--- src/hw/rtl/rbd_div.sv ---
// Restoring divider, one quotient bit per cycle.
// Standalone; instantiated by rgba_box_downsample.
`default_nettype none
module rbd_div #(
    parameter int NUM_W = 32,
    parameter int DEN_W = 26,
    parameter int Q_W   = 8
) (
    input  wire logic             clk,
    input  wire logic             rst_n,
    input  wire logic             start,
    input  wire logic [NUM_W-1:0] num,
    input  wire logic [DEN_W-1:0] den,
    output logic                  done,
    output logic [Q_W-1:0]        quot,
    output logic [DEN_W-1:0]      rem
);

    localparam int CNT_W = $clog2(Q_W + 1);

    logic [DEN_W-1:0] rem_reg, rem_next;
    logic [Q_W-1:0]   quot_reg, quot_next;
    logic [DEN_W-1:0] den_reg;
    logic [CNT_W-1:0] cnt_reg;
    logic             busy_reg;
    logic             done_reg;
    logic [DEN_W:0]   trial;
    logic [DEN_W:0]   diff;
    logic             ge;

    // Numerator bits above the quotient field seed the partial remainder;
    // the caller keeps them below the divisor.
    always_comb
    begin
        trial     = {rem_reg, quot_reg[Q_W-1]};
        diff      = trial - {1'b0, den_reg};
        ge        = (trial >= {1'b0, den_reg});
        rem_next  = ge ? diff[DEN_W-1:0] : trial[DEN_W-1:0];
        quot_next = (quot_reg << 1) | Q_W'(ge);
    end

    always_ff @(posedge clk or negedge rst_n)
    begin
        if (!rst_n)
        begin
            busy_reg <= 1'b0;
            done_reg <= 1'b0;
            cnt_reg  <= '0;
        end
        else if (start)
        begin
            busy_reg <= 1'b1;
            done_reg <= 1'b0;
            cnt_reg  <= CNT_W'(Q_W);
        end
        else if (busy_reg)
        begin
            cnt_reg <= cnt_reg - 1'b1;
            if (cnt_reg == CNT_W'(1))
            begin
                busy_reg <= 1'b0;
                done_reg <= 1'b1;
            end
        end
        else
        begin
            done_reg <= 1'b0;
        end
    end

    always_ff @(posedge clk)
    begin
        if (start)
        begin
            rem_reg  <= DEN_W'(num >> Q_W);
            quot_reg <= num[Q_W-1:0];
            den_reg  <= den;
        end
        else if (busy_reg)
        begin
            rem_reg  <= rem_next;
            quot_reg <= quot_next;
        end
    end

    assign done = done_reg;
    assign quot = quot_reg;
    assign rem  = rem_reg;

endmodule
`default_nettype wire

--- config.mk ---
export PLATFORM = sky130hd
export DESIGN_NAME = rbd_div
export DESIGN_NICKNAME = d
export VERILOG_FILES = /design/src/hw/rtl/rbd_div.sv
export SDC_FILE = /design/constraint.sdc
export NUM_CORES = 1
export LEC_CHECK = 0
export ABC_AREA = 1
export BUFFER_PORTS_ARGS = -buffer_cell sky130_fd_sc_hd__clkbuf_2
export CAP_MARGIN = 10
export CORE_ASPECT_RATIO = 1.4
export CORE_MARGIN = 8
export CORE_UTILIZATION = 45
export CTS_BUF_LIST = sky130_fd_sc_hd__clkbuf_16
export CTS_CLUSTER_SIZE = 10
export DETAILED_ROUTE_END_ITERATION = 8
export HOLD_SLACK_MARGIN = 0.1
export PLACE_DENSITY = 0.67
export SYNTH_ARGS = -nofsm -noshare
export SYNTH_HDL_FRONTEND = slang
export SYNTH_SLANG_ARGS = --single-unit
--- constraint.sdc ---
create_clock -name clk -period 2.5 [get_ports clk]
set_input_delay 0.5 -clock clk [delete_from_list [all_inputs] [get_ports clk]]
set_output_delay 0.5 -clock clk [all_outputs]
set_load 0.02 [all_outputs]
==> results.yml <==
clock_tree:
  h-tree-depth: 3
  numCtsBuffers: 9
  cts_sinks: 66
  insertion_delay_ns: 0.34
  clkTransAtPathRegs_ns: 0.06
  ctsRootBufferMaster: "clkbuf_16"
  cts_tree: "done"
  clk_path_buf_depth: 2
die:
  core_mm2: 0.01117
  dieArea_mm2: 0.01492
  core.rowCount: 46
  die_w_um: 105.5
  start_util_pct: 45.23
  io_pins: 96
  dieHeight_um: 141.3
setup_path:
  timing.rr.end: "rem[7]"
  crit_buf_inv: 1
  crit_path_max_fanout: 6
  max_stage_delay_ns: 0.43
  crit_chain: "ha_1 > nand2_1 > nor2_2 > nand2_1 > nor2_2 > nand2_1 > nand2_2 > nor2_8 > buf_4 > nand3b_1 > nand3_1 > nand2_1"
  end_kind: "register"
  r2r_cells: 12
  startpoint_type: "register"
  crit_type: "reg2reg"
  cp_data_required_time_ns: 2.59
  rrSetupSlack_ns: 0.15
  rr_startpoint: "rem[8]"
  cp_common_cell: "nand2_1"
  arrival_ns: 2.44
  crit_slowest_cell: "edfxtp_1"
  critical-path-top-delay-family: "simple AND/OR/NAND/NOR gates"
sta:
  timing.setup.tns_ns: 0
  finalHoldViolCount: 0
  min_period_over_period_pct: 93.87
  slew_headroom_pct: 64.62
  rsz0062_at_grt: "false"
  final_max_slew_viol_count: 0
  tightest_slew_ns: 0.5301
  setup_violations: 0
  finalClockSkew_ns: 0.009179
  max_clock_freq_ghz: 0.4261
  finalCriticalPeriod_ns: 2.347
final_layout:
  final_nets: 922
  num_antenna_cells: 0
  postLayoutCoreUtil_pct: 56.11
  drive_above_1_share_pct: 20.43
  area_growth_pct: 24.06
  fin_area_mm2: 0.006265
  nFillCells: 1125
synthesis:
  postSynthCellCount: 710
  yosysSeqAreaShare_pct: 38.26
  synth.area.top_cells: "edfxtp_1, nand2_1, inv_1"
  synth_commonest_cells: "nand2_1, inv_1, edfxtp_1"
  syn_area_mm2: 0.005050
  synth_largest_area_cell: "edfxtp_1"
  yosysMostFrequentCell: "nand2_1"
  ys.flop_type: "edfxtp_1"
  yosysTopAreaCellShare_pct: 34.49
  synth-edff-count: 58
  syn_avg_cell_area_um2: 7.112
  ys_ff_latch: 66
  synthesis.nets: 800
  async_reset_ff_share_pct: 9.091
  ys_warn_count: 0
  yosysUniqueCellTypes: 38
grt:
  grt_pass1_wl_um: 23780
  grt-ovfl-total: 0
  antenna_found_initial: 0
  grt_max_degree: 31
  grt.total_usage_pct: 20.21
  grt_pass1_vias: 4853
place:
  gp_congestion: 0.9663
  post_dp_cell_area_mm2: 0.005818
  dp_hpwl_um: 11720
  portBuffers: 95
detailed_routing:
  avgRoutedWirePerCell_um: 15.32
  dr_wl_met3_um: 507
  top_layer: "met4"
  drtPass1Iterations: 5
  drt-met1-wl_um: 6763
  drcViolationCount: 0
  drtIter0Drc: 264
  final_antenna_net_count: 0
  dr_total_vias: 4742
  wl_met2_um: 7505
  routed_wirelength_um: 15030
  routed_via_density: 4.834
min_path:
  hp-class: "in2reg"
  holdCritStartpoint: "den[21]"
  min_delay_worst_endpoint: "den_reg[21]"
  hold_depth: 1
outcome:
  status: "finished clean"
run:
  max_cap_viol_count: 0
power:
  leakage_uw: 0.003492
  cellPowerDensity_mw_per_mm2: 1220
  ir_worst_vdd_mv: 0.5810
metal layers:
metal / track usage [%] / vias to the layer above
li1: - / 2456
met1: 24.04 / 2170
met2: 35.33 / 98
met3: 3.904 / 18
met4: 7.138 / 0
met5: 0 / -
placed cells by master (no fill, tap or decap), drive strengths merged, types with 8 or more instances in the layout:
master and instances:
a21oi 19, buf 26, clkbuf 104, edfxtp 58
ha 28, inv 147, nand2 285, nand3 63
nand3b 19, nor2 37, xnor2 8
repair_timing:
action	4_1_cts	5_1_grt
setup buffers	0	3
endpoints found under the setup margin	0	24
resized for setup	0	15
hold buffers	1	0
hold endpoints to repair	6	0
how the worst max path moves through the flow:
stage                 start      end  slack [ns]  cells after the start
floorplan           quot[7]  rem[14]        0.31                     14
global placement    rem[21]   rem[8]        0.09                     10
detailed placement  rem[21]   rem[6]        0.09                     10
CTS                 rem[21]   rem[7]        0.06                     10
global route         rem[1]  rem[13]      0.0007                     12
finish               rem[8]   rem[7]        0.15                     12
cell type report:
cell class | count | area (um2) | share of cell area, %
Multi-Input combinational cell | 486 | 2574 | 41.08
Clock buffer | 9 | 225.2 | 3.595
Clock inverter | 7 | 92.59 | 1.478
Tap cell | 144 | 180.2 | 2.876
Timing Repair Buffer | 122 | 709.4 | 11.32
Sequential cell | 66 | 1932 | 30.84
Inverter | 147 | 551.8 | 8.808
through the flow:
step | hold WS [ns] | power, uW | setup WS (ns) | cells
after global routing | 0.3242 | 8260 | 0.0007179 | 981
after floorplan | 0.2044 | 4784 | 0.3140 | 710
after global placement | 0.3297 | 5991 | 0.09301 | 959
after detailed placement | 0.3354 | 6025 | 0.09165 | 959
after CTS | 0.3226 | 7440 | 0.06171 | 976
final | 0.3336 | 7645 | 0.1532 | 981
where the power goes:
| group | internal [uW] | switching, uW | leakage (uW) |
|---|---|---|---|
| registers | 1550 | 222 | 0.000687 |
| clock network | 873 | 508 | 0.000160 |
| logic | 1670 | 2820 | 0.00264 |
kinds of logic (layout without fill, tap and decap cells):
family | Yosys count | count (layout) | synth area share, %
buffers and inverters | 160 | 285 | 12.61
DFF | 66 | 66 | 38.26
adders and majority gates | 29 | 29 | 7.334
and+or+nand+nor | 415 | 417 | 36.72
AOI/OAI and AO/OA | 30 | 30 | 3.345
xor gates and xnor gates | 10 | 10 | 1.735
Note: power is estimated with default switching activity, not from simulation.
